### config.mk
export PLATFORM = sky130hd
export DESIGN_NAME = vwft_fcell
export DESIGN_NICKNAME = d
export VERILOG_FILES = /design/src/design/vwft_pkg.sv /design/src/design/vwft_fcell.sv
export SDC_FILE = /design/constraint.sdc
export NUM_CORES = 1
export LEC_CHECK = 0
export BUFFER_PORTS_ARGS = -buffer_cell sky130_fd_sc_hd__buf_2
export CORE_UTILIZATION = 49
export CTS_CLUSTER_SIZE = 8
export DETAILED_ROUTE_END_ITERATION = 10
export GPL_ROUTABILITY_DRIVEN = 0
export PLACE_DENSITY_LB_ADDON = 0.25
export SLEW_MARGIN = 20
export SYNTH_ARGS = -nofsm -noshare
export SYNTH_HDL_FRONTEND = slang
export SYNTH_SLANG_ARGS = --single-unit
### constraint.sdc
create_clock -name clk -period 4.2 [get_ports clk]
set_input_delay 0.63 -clock clk [delete_from_list [all_inputs] [get_ports clk]]
set_output_delay 0.63 -clock clk [all_outputs]
set_load 0.05 [all_outputs]
### src/design/vwft_pkg.sv
`timescale 1ns / 1ps
// ----------------------------------------------------------------------------
// vwft_pkg
// Shared sizes and types of the vertex weld and triangle fan block.
// ----------------------------------------------------------------------------
package vwft_pkg;

  localparam int VERTEX_DEPTH = 1024;
  localparam int FACE_DEPTH   = 64;
  localparam int TEXTURE_BITS = 16;

  localparam int KEY_BITS = 160;
  localparam int VW       = $clog2(VERTEX_DEPTH);
  localparam int FW       = (FACE_DEPTH > 1) ? $clog2(FACE_DEPTH) : 1;
  localparam int GROUP    = 32;
  localparam int GROUPS   = (VERTEX_DEPTH + GROUP - 1) / GROUP;

  localparam int IN_BITS  = 176;
  localparam int OUT_BITS = 48;

  typedef logic [KEY_BITS-1:0]     key_t;
  typedef logic [VW-1:0]           vidx_t;
  typedef logic [VW:0]             vfill_t;
  typedef logic [FW-1:0]           fidx_t;
  typedef logic [FW:0]             ffill_t;
  typedef logic [TEXTURE_BITS-1:0] tex_t;

  typedef struct packed {
    logic  en;
    vidx_t addr;
  } vwr_t;

  typedef struct packed {
    logic  en;
    fidx_t addr;
  } fwr_t;

endpackage

### src/design/vwft_fcell.sv
`timescale 1ns / 1ps
// ----------------------------------------------------------------------------
// vwft_fcell
// One face table entry: holds a texture id and flags a match with the probe.
// ----------------------------------------------------------------------------
module vwft_fcell (
  input  logic             clk,
  input  vwft_pkg::fidx_t  index,
  input  vwft_pkg::ffill_t fill,
  input  vwft_pkg::tex_t   probe,
  input  vwft_pkg::fwr_t   wr,
  output logic             match
);

  vwft_pkg::tex_t tex;

  always_ff @(posedge clk) begin
    if (wr.en && wr.addr == index) begin
      tex <= probe;
    end
    match <= ({1'b0, index} < fill) && (tex == probe);
  end

endmodule

==> metrics.log <==
[metrics] initial core utilization: 0.518
[metrics] TritonCTS sink count: 17
[metrics] Hold Slack: 0.539 ns
[metrics] total number of vias: 630
[metrics] number of nets produced by synthesis: 107
[metrics] All-Layer GR Usage: 0.167
[metrics] total of cells resized after clock tree synthesis: 0
[metrics] Total Power: 0.318 mW
[metrics] combined area of the multi-input logic cells: 378 sq um
[metrics] post-placement cell area: 0.00112 sq mm
[metrics] cell count after synthesis: 65
[metrics] critical path, cell by cell: buf_2
[metrics] mean area per synthesized cell: 13.8 sq um
[metrics] area growth from synthesis to final layout: 28.8%
[metrics] register share of total power: 0.590
[metrics] Slew Viols, Final: 0
[metrics] sum of negative setup slack: 0 ns
[metrics] biggest area contributors in the synthesized netlist: sky130_fd_sc_hd__edfxtp_1, sky130_fd_sc_hd__xor2_1, sky130_fd_sc_hd__xnor2_1
[metrics] filler cell count: 141
[metrics] Post-CTS Setup Repair Bufs: 0
[metrics] Antenna Violating Nets Remaining: 0
[metrics] NumNets Final: 150
[metrics] vertical die dimension: 44.7 microns
[metrics] cell family contributing the most delay on the critical path: flip-flops
[metrics] via count of the first global-routing pass: 602
[metrics] max-cap viol count: 0
[metrics] minimum clock period: 1.48 ns
[metrics] startpoint-to-endpoint class of the critical path: flip-flop to output pin
[metrics] number of antenna violations at the first check in global routing: 0
[metrics] die width: 44.7 microns
[metrics] post-synthesis cell area: 895 sq um
[metrics] cell at the root of the clock tree: sky130_fd_sc_hd__clkbuf_4
[metrics] Hold Path Class: primary input to flip-flop
[metrics] path depth of the worst reg2reg path: 4
[metrics] biggest fanout along the worst timing path: 1
[metrics] Crit. End Element: output pin
[metrics] share of total power in combinational logic: 0.145
[metrics] leak pwr: 0.485 nW
[metrics] final number of hold-violating endpoints: 0
[metrics] fraction of final layout cells sized beyond drive strength 1: 0.430
[metrics] unrepaired setup endpoints after global routing: no
[metrics] # port buffers: 37
[metrics] Clock power frac: 0.265
[metrics] FF+latch count, synth: 17
[metrics] average wire per standard cell: 10.9 microns
[metrics] Die ar.: 0.00200 sq mm
[metrics] number of levels the H-tree was split into: 1
[metrics] Post-Route WL: 1440 microns
[metrics] net switching power figure: 0.0707 mW
[metrics] global-route wire length before repair: 2300 microns
[metrics] clock insertion delay at the later pin of the skew report: 0.28 ns
[metrics] largest area contributor in the synthesized netlist: sky130_fd_sc_hd__edfxtp_1
[metrics] Placement Rows: 15
[metrics] Distinct cells, synth: 17
[metrics] total number of yosys warnings: 0
[metrics] hold buffer count at CTS: 0
[metrics] largest net degree at the start of global routing: 17
[metrics] fraction of registers with async set or reset after synthesis: 0
[metrics] Max clock buf depth: 2
[metrics] critical path data required time: 3.57 ns
[metrics] instance count on the critical path: 1
[metrics] slowest cell delay on critical path: 0.32 ns
[metrics] count of flip-flops with a built-in enable after synthesis: 16
[metrics] sequential element share of the synthesized area: 0.559
[metrics] Power Dens Cells: 276 mW/mm^2
[metrics] antenna diode instance count: 0
[metrics] DR pass1 iterations: 2
[metrics] Critical Path Slowest Stage Cell: sky130_fd_sc_hd__dfxtp_1
[metrics] Worst Hold Depth: 1
[metrics] TritonCTS clock tree: done
[metrics] total DRC errors in the routed layout: 0
[metrics] register clock-pin slew on the reported worst setup and hold paths: 0.09 ns
[metrics] arrival time of the worst setup path: 0.85 ns
[metrics] Final Cell Area: 0.00115 sq mm
[metrics] area of the core: 0.00173 sq mm
[metrics] clock buffer count from CTS: 3
[metrics] result of the run: completed
[metrics] ratio of final minimum period to clock period: 0.354
[metrics] maximum clock frequency: 0.673 GHz
[metrics] endpoints failing setup: 0
[metrics] global route total overflow: 0
[metrics] number of ports placed on the die boundary: 38
[metrics] share of total power consumed by net switching: 0.222
[metrics] final setup skew: 0.000301 ns
[metrics] number of buffer and inverter stages on the critical path: 1
[metrics] Synth top area share: 0.537
[metrics] top flip-flop cell by instance count after synthesis: sky130_fd_sc_hd__edfxtp_1
[metrics] storage element area: 500 sq um
[metrics] transition time of the tightest slew-check pin: 0.253 ns
[metrics] Slew Limit Headroom: 0.833
[metrics] Max IR drop VDD: 0.257 mV
[metrics] internal power consumption: 0.247 mW
[metrics] type of origin of the critical path: flip-flop
[metrics] post-detailed-route via-to-cell ratio: 4.77
[metrics] initial DRC count: 4
path summary, 6_finish.rpt:
path                                from  endpoint  slack (ns)
worst max-delay path               match     match        2.72
worst min-delay path            probe[3]    tex[3]        0.54
worst max register to register   tex[11]     match        3.01
worst min register to register   tex[12]     match        0.59
layout make-up:
| cell class | count | share of cell area |
|---|---|---|
| repair buffers | 38 | 0.167 |
| flip-flops and latches | 17 | 0.434 |
| well taps | 25 | 0.0271 |
| inverters | 6 | 0.0195 |
| multi-input cells | 42 | 0.328 |
| clock buffers | 3 | 0.0195 |
| clock inverters | 1 | 0.00434 |
state kept, by name, summed over array words and instances (netlist names):
name   flops
tex       16
match      1
cells in the mapped netlist (all sizes together) (2+ instances only):
master	number
o21ai	2
nand4	2
nor4	4
inv	6
xnor2	8
ha	5
edfxtp	16
xor2	14
layer usage:
layer  vias to the layer above  part of all wire  track usage  routed length, microns
met2                        23              0.51        0.306                     733
met4                         0             0.017       0.0909                      25
met5                         -                 0            0                       0
li1                        318                 -            -                       -
met1                       285              0.42        0.179                     598
met3                         4             0.054       0.0360                      77
cells by family after synthesis:
group,share of synthesized area
XOR/XNOR,0.215
flip-flops,0.559
AND/OR/NAND/NOR,0.0951
buffers and inverters,0.0252
AO/OA/AOI/OAI,0.0350
adder cells (fa/ha/maj),0.0699
power by group through the flow:
stage | registers (mW) | logic (mW) | clock network (mW)
2_1_floorplan | 0.192 | 0.0207 | 0
3_3_place_gp | 0.191 | 0.0449 | 0
3_5_place_dp | 0.192 | 0.0468 | 0
4_1_cts | 0.188 | 0.0472 | 0.0878
5_1_grt | 0.188 | 0.0526 | 0.0927
6_report | 0.188 | 0.0462 | 0.0842
per-stage QoR:
stage          setup WS, ns  std cells   util
2_1_floorplan          1.32         65      -
3_3_place_gp           2.45        128  0.651
3_5_place_dp           2.41        128  0.651
4_1_cts                2.70        132  0.667
5_1_grt                2.65        132  0.667
6_report               2.72        132  0.667
placed cells by master (no fill, tap or decap), types with 2 or more instances in the layout:
master	count
sky130_fd_sc_hd__xnor2_1	8
sky130_fd_sc_hd__edfxtp_1	16
sky130_fd_sc_hd__ha_1	5
sky130_fd_sc_hd__xor2_1	14
sky130_fd_sc_hd__nor4_2	4
sky130_fd_sc_hd__clkbuf_4	3
sky130_fd_sc_hd__buf_2	37
sky130_fd_sc_hd__o21ai_0	2
sky130_fd_sc_hd__inv_1	6
sky130_fd_sc_hd__nand4_1	2
No activity file was read; power rests on OpenSTA's default activity.
