**config.mk**
```make
export PLATFORM = sky130hd
export DESIGN_NAME = vwft_vcell
export DESIGN_NICKNAME = d
export VERILOG_FILES = /design/src/design/vwft_pkg.sv /design/src/design/vwft_vcell.sv
export SDC_FILE = /design/constraint.sdc
export NUM_CORES = 1
export LEC_CHECK = 0
export ABC_AREA = 1
export BUFFER_PORTS_ARGS = -buffer_cell sky130_fd_sc_hd__buf_2
export CAP_MARGIN = 10
export CORE_MARGIN = 5
export CORE_UTILIZATION = 45
export DETAILED_ROUTE_END_ITERATION = 16
export PLACE_DENSITY = 0.66
export SYNTH_ARGS = -nofsm -noshare
export SYNTH_HDL_FRONTEND = slang
export SYNTH_SLANG_ARGS = --single-unit
```
**constraint.sdc**
```tcl
create_clock -name clk -period 10.6 [get_ports clk]
set_input_delay 1.06 -clock clk [delete_from_list [all_inputs] [get_ports clk]]
set_output_delay 1.06 -clock clk [all_outputs]
set_load 0.01 [all_outputs]
```
**src/design/vwft_pkg.sv**
```systemverilog
`timescale 1ns / 1ps
// ----------------------------------------------------------------------------
// vwft_pkg
// Shared sizes and types of the vertex weld and triangle fan block.
// ----------------------------------------------------------------------------
package vwft_pkg;

  localparam int VERTEX_DEPTH = 1024;
  localparam int FACE_DEPTH   = 64;
  localparam int TEXTURE_BITS = 16;

  localparam int KEY_BITS = 160;
  localparam int VW       = $clog2(VERTEX_DEPTH);
  localparam int FW       = (FACE_DEPTH > 1) ? $clog2(FACE_DEPTH) : 1;
  localparam int GROUP    = 32;
  localparam int GROUPS   = (VERTEX_DEPTH + GROUP - 1) / GROUP;

  localparam int IN_BITS  = 176;
  localparam int OUT_BITS = 48;

  typedef logic [KEY_BITS-1:0]     key_t;
  typedef logic [VW-1:0]           vidx_t;
  typedef logic [VW:0]             vfill_t;
  typedef logic [FW-1:0]           fidx_t;
  typedef logic [FW:0]             ffill_t;
  typedef logic [TEXTURE_BITS-1:0] tex_t;

  typedef struct packed {
    logic  en;
    vidx_t addr;
  } vwr_t;

  typedef struct packed {
    logic  en;
    fidx_t addr;
  } fwr_t;

endpackage

```
**src/design/vwft_vcell.sv**
```systemverilog
`timescale 1ns / 1ps
// ----------------------------------------------------------------------------
// vwft_vcell
// One vertex table entry: holds a key and flags a match with the probe key.
// ----------------------------------------------------------------------------
module vwft_vcell (
  input  logic            clk,
  input  vwft_pkg::vidx_t index,
  input  vwft_pkg::vfill_t fill,
  input  vwft_pkg::key_t  probe,
  input  vwft_pkg::vwr_t  wr,
  output logic            match
);

  vwft_pkg::key_t key;

  always_ff @(posedge clk) begin
    if (wr.en && wr.addr == index) begin
      key <= probe;
    end
    match <= ({1'b0, index} < fill) && (key == probe);
  end

endmodule

```
==> flow_metrics.env <==
export IMPL_synth_net_count=1035
export IMPL_worst_slew_pin_transition_ns=0.852
export IMPL_synth_seq_cells=161
export IMPL_fp_dieH_microns=143
export IMPL_status="finished, final reports clean"
export IMPL_initial_util_pct=45.9
export IMPL_antenna_violations_before_repair=4
export IMPL_holdCritPathClass="reg -> reg"
export IMPL_floorplan_die_width_microns=143
export IMPL_dr_max_layer_used="met5"
export IMPL_floorplan_core_area_sq_um=17300
export IMPL_h_tree_depth=4
export IMPL_num_vias=5658
export IMPL_report_power_total_mw=1.41
export IMPL_tritoncts="yes"
export IMPL_cts_reportedPaths_clkPinSlew_ns=0.06
export IMPL_startpoint_type="input port"
export IMPL_power_static_leakage_nw=4.58
export IMPL_end_kind="register"
export IMPL_gp_congestion=0.743
export IMPL_fin_skew_ns=0.00875
export IMPL_powerDensity_nw_per_um2=144
export IMPL_post_cts_setup_buffer_count=0
export IMPL_rr_startpoint="key[31]"
export IMPL_met3_wirelength_mm=1.04
export IMPL_drt_vias_per_instance=4.40
export IMPL_fp_row_count=48
export IMPL_syn_to_final_growth_pct=23.5
export IMPL_crit_path_start="wr[6]"
export IMPL_synth_cell_area_sq_um=7940
export IMPL_routed_wl_met2_mm=7.61
export IMPL_power_switching_fraction_pct=20.7
export IMPL_placement_io_buffers=193
export IMPL_max_cap_violations=0
export IMPL_place_detailed_instances=1252
export IMPL_numCtsBuffers=17
export IMPL_worst_reg2reg_setup_slack_ns=9.25
export IMPL_finalWirelength_mm=16.1
export IMPL_share_comb_of_total_power_pct=7.2
export IMPL_timing_worst_setup_path_type="in -> reg"
export IMPL_fin_worst_hold_slack_ns=0.771
export IMPL_ys_warn_count=0
export IMPL_setup_violations_final=0
export IMPL_crit_reg2reg_capture="match"
export IMPL_time_the_worst_path_needs_with_i_o_delays_and_setup_ns=2.65
export IMPL_netlist_instances=833
export IMPL_grt_pass1_wl_mm=25.2
export IMPL_net_switching_power_uw=293
export IMPL_aggregate_global_route_resource_usage_pct=15.8
export IMPL_via_count_of_the_first_global_routing_pass=5469
export IMPL_worst_skew_pair_late_latency_ns=0.42
export IMPL_grt_overflow=0
export IMPL_seq_power_share_pct=49.5
export IMPL_fmax_mhz=377
export IMPL_rsz0062_at_grt="no"
export IMPL_finalSetupTns_ns=0
export IMPL_cts_resized_gates=0
export IMPL_floorplan_die_area_sq_um=20400
export IMPL_critical_path_peak_fanout=160
export IMPL_largest_family_of_logic_cells_by_synthesized_area="simple AND/OR/NAND/NOR gates"
export IMPL_drt_pass1_iterations=4
export IMPL_report_final_hold_viol_count=0
export IMPL_xor_xnor_portion_of_the_synthesized_cell_area_pct=8.49
export IMPL_detail_route_wirelength_met1_mm=7.08
export IMPL_clkPwrFrac_pct=43.3
export IMPL_holdBufCountCts=0
export IMPL_irDropWorstVdd_uv=104
export IMPL_final_layout_size_suffix_gt1_share_pct=23.1
export IMPL_cp_arrival_ns=2.69
export IMPL_drc=0
export IMPL_cts_buffer_depth=2
export IMPL_synth_mux_area_fraction_pct=0
export IMPL_clock_sink_count=161
export IMPL_final_antenna_net_count=0
export IMPL_clk_root_buffer_cell="sky130_fd_sc_hd__clkbuf_16"
export IMPL_fin_crit_sh_pct=25.0
export IMPL_layout_cells_non_filler=1286
export IMPL_finalMaxSlewViolations=0
export IMPL_post_synth_fa_ha_maj_area_fraction_pct=1.42
export IMPL_nNetsFinal=1248
export IMPL_internal_dissipation_mw=1.12
export IMPL_data_required_time_of_the_worst_path_ns=10.64
export IMPL_ys_types=21
export IMPL_route_detailed_wl_per_inst_microns=12.5
export IMPL_detail_route_iter0_violations=194
export IMPL_ios=194
export IMPL_dpl_hpwl_mm=12.4
export IMPL_grt_max_degree=161
export IMPL_cp_endpoint="key[26]"
export IMPL_yosys_area_share_simple_pct=19.0
export IMPL_slew_headroom_pct=43.2
export IMPL_synth_sequential_area_ratio_pct=60.7
export IMPL_postSynthAreaPerCell_sq_um=9.54
export IMPL_timing_reg2reg_worst_path_depth=11
export IMPL_synth_compound_gate_area_share_pct=1.59
[metal layers]
layer | global-route usage (%) | up-vias
li1 | - | 3017
met1 | 19.7 | 2485
met2 | 26.2 | 127
met3 | 4.42 | 25
met4 | 5.75 | 4
met5 | 0 | -
[power groups by stage]
stage                     sequential [mW]  combinational (mW)  clock (mW)
after floorplan                     0.714              0.0445           0
after global placement              0.714               0.100           0
after detailed placement            0.714               0.103           0
after CTS                           0.700               0.104       0.629
after global routing                0.700               0.118       0.664
final                               0.700               0.102       0.612
[cells in the mapped netlist]
cell,count,share of area [%]
sky130_fd_sc_hd__a21oi_1,4,0.25
sky130_fd_sc_hd__nor4_1,1,0.079
sky130_fd_sc_hd__dfxtp_1,1,0.25
sky130_fd_sc_hd__o21ai_0,8,0.50
sky130_fd_sc_hd__or2_2,7,0.55
sky130_fd_sc_hd__o2111ai_1,1,0.11
sky130_fd_sc_hd__nand3_1,9,0.57
sky130_fd_sc_hd__nor3_2,3,0.38
sky130_fd_sc_hd__nor3_1,5,0.31
sky130_fd_sc_hd__nand2_1,258,12
sky130_fd_sc_hd__ha_1,9,1.4
sky130_fd_sc_hd__inv_2,9,0.43
sky130_fd_sc_hd__edfxtp_1,160,60
sky130_fd_sc_hd__nor2_2,1,0.079
sky130_fd_sc_hd__o21ai_1,10,0.63
sky130_fd_sc_hd__xor2_1,28,3.1
sky130_fd_sc_hd__inv_1,176,8.3
sky130_fd_sc_hd__nor2_1,78,3.7
sky130_fd_sc_hd__o211ai_1,1,0.095
sky130_fd_sc_hd__nand4_1,15,1.2
sky130_fd_sc_hd__xnor2_1,49,5.4
[worst min-delay path by stage]
stage | from | to | slack, ns | cells past startpoint
after floorplan | key[153] | match | 0.69 | 7
after global placement | key[6] | match | 0.76 | 7
after detailed placement | key[151] | match | 0.78 | 7
after CTS | key[151] | match | 0.79 | 7
after global routing | probe[27] | key[27] | 0.82 | 1
final | key[151] | match | 0.77 | 7
[critical path: stages]
cell	delay, ns
sky130_fd_sc_hd__buf_2	0.10
sky130_fd_sc_hd__xor2_1	0.15
sky130_fd_sc_hd__nor4_1	0.30
sky130_fd_sc_hd__nand4_1	0.21
sky130_fd_sc_hd__nor2_4	0.15
sky130_fd_sc_hd__buf_12	0.63
[kinds of logic (layout without fill, tap and decap cells)]
group / after synthesis / in the layout
AND/OR/NAND/NOR: 377 / 377
buffers and inverters: 185 / 411
flip-flops: 161 / 161
XOR/XNOR: 77 / 77
AO/OA/AOI/OAI: 24 / 24
adder cells (fa/ha/maj): 9 / 9
other: 0 / 2
[area by class of cell]
cell class | instances | area [sq um]
Tap cell | 225 | 282
Fill cell | 1632 | 7480
Multi-Input combinational cell | 487 | 2430
Inverter | 185 | 694
Clock inverter | 13 | 158
Clock buffer | 19 | 433
Timing Repair Buffer | 194 | 986
Antenna cell | 2 | 5.00
Sequential cell | 161 | 4820
[layout by cell type, fill, tap and decap left out]
master,netlist,layout
sky130_fd_sc_hd__nor4_1,1,1
sky130_fd_sc_hd__clkinv_2,0,5
sky130_fd_sc_hd__nor2_4,0,1
sky130_fd_sc_hd__or2_2,7,7
sky130_fd_sc_hd__inv_2,9,9
sky130_fd_sc_hd__nor3_2,3,3
sky130_fd_sc_hd__diode_2,0,2
sky130_fd_sc_hd__nand4_1,15,15
sky130_fd_sc_hd__clkinv_4,0,1
sky130_fd_sc_hd__o21ai_0,8,8
sky130_fd_sc_hd__inv_1,176,176
sky130_fd_sc_hd__clkbuf_16,0,17
sky130_fd_sc_hd__o211ai_1,1,1
sky130_fd_sc_hd__nor2_2,1,1
sky130_fd_sc_hd__a21oi_1,4,4
sky130_fd_sc_hd__nand3_1,9,9
sky130_fd_sc_hd__edfxtp_1,160,160
sky130_fd_sc_hd__o21ai_1,10,10
sky130_fd_sc_hd__buf_12,0,1
sky130_fd_sc_hd__clkbuf_1,0,2
sky130_fd_sc_hd__buf_2,0,193
sky130_fd_sc_hd__inv_6,0,3
sky130_fd_sc_hd__ha_1,9,9
sky130_fd_sc_hd__nand2_1,258,258
sky130_fd_sc_hd__xor2_1,28,28
sky130_fd_sc_hd__dfxtp_1,1,1
sky130_fd_sc_hd__clkinvlp_4,0,1
sky130_fd_sc_hd__o2111ai_1,1,1
sky130_fd_sc_hd__xnor2_1,49,49
sky130_fd_sc_hd__nor3_1,5,5
sky130_fd_sc_hd__nor2_1,78,77
sky130_fd_sc_hd__bufinv_16,0,3
[registers in the layout, summed over array words and instances, names as in the netlist]
signal,cells
match,1
key,160
[stage by stage]
step / worst slack [ns] / cell area [sq um] / utilization (%)
final: 7.95 / 9810 / 56.7
after global routing: 7.84 / 9810 / 56.7
after CTS: 7.94 / 9810 / 56.7
after detailed placement: 7.50 / 9220 / 53.3
after global placement: 7.49 / 9220 / 53.3
after floorplan: 1.71 / 7940 / -
(Power assumes the default switching activity.)
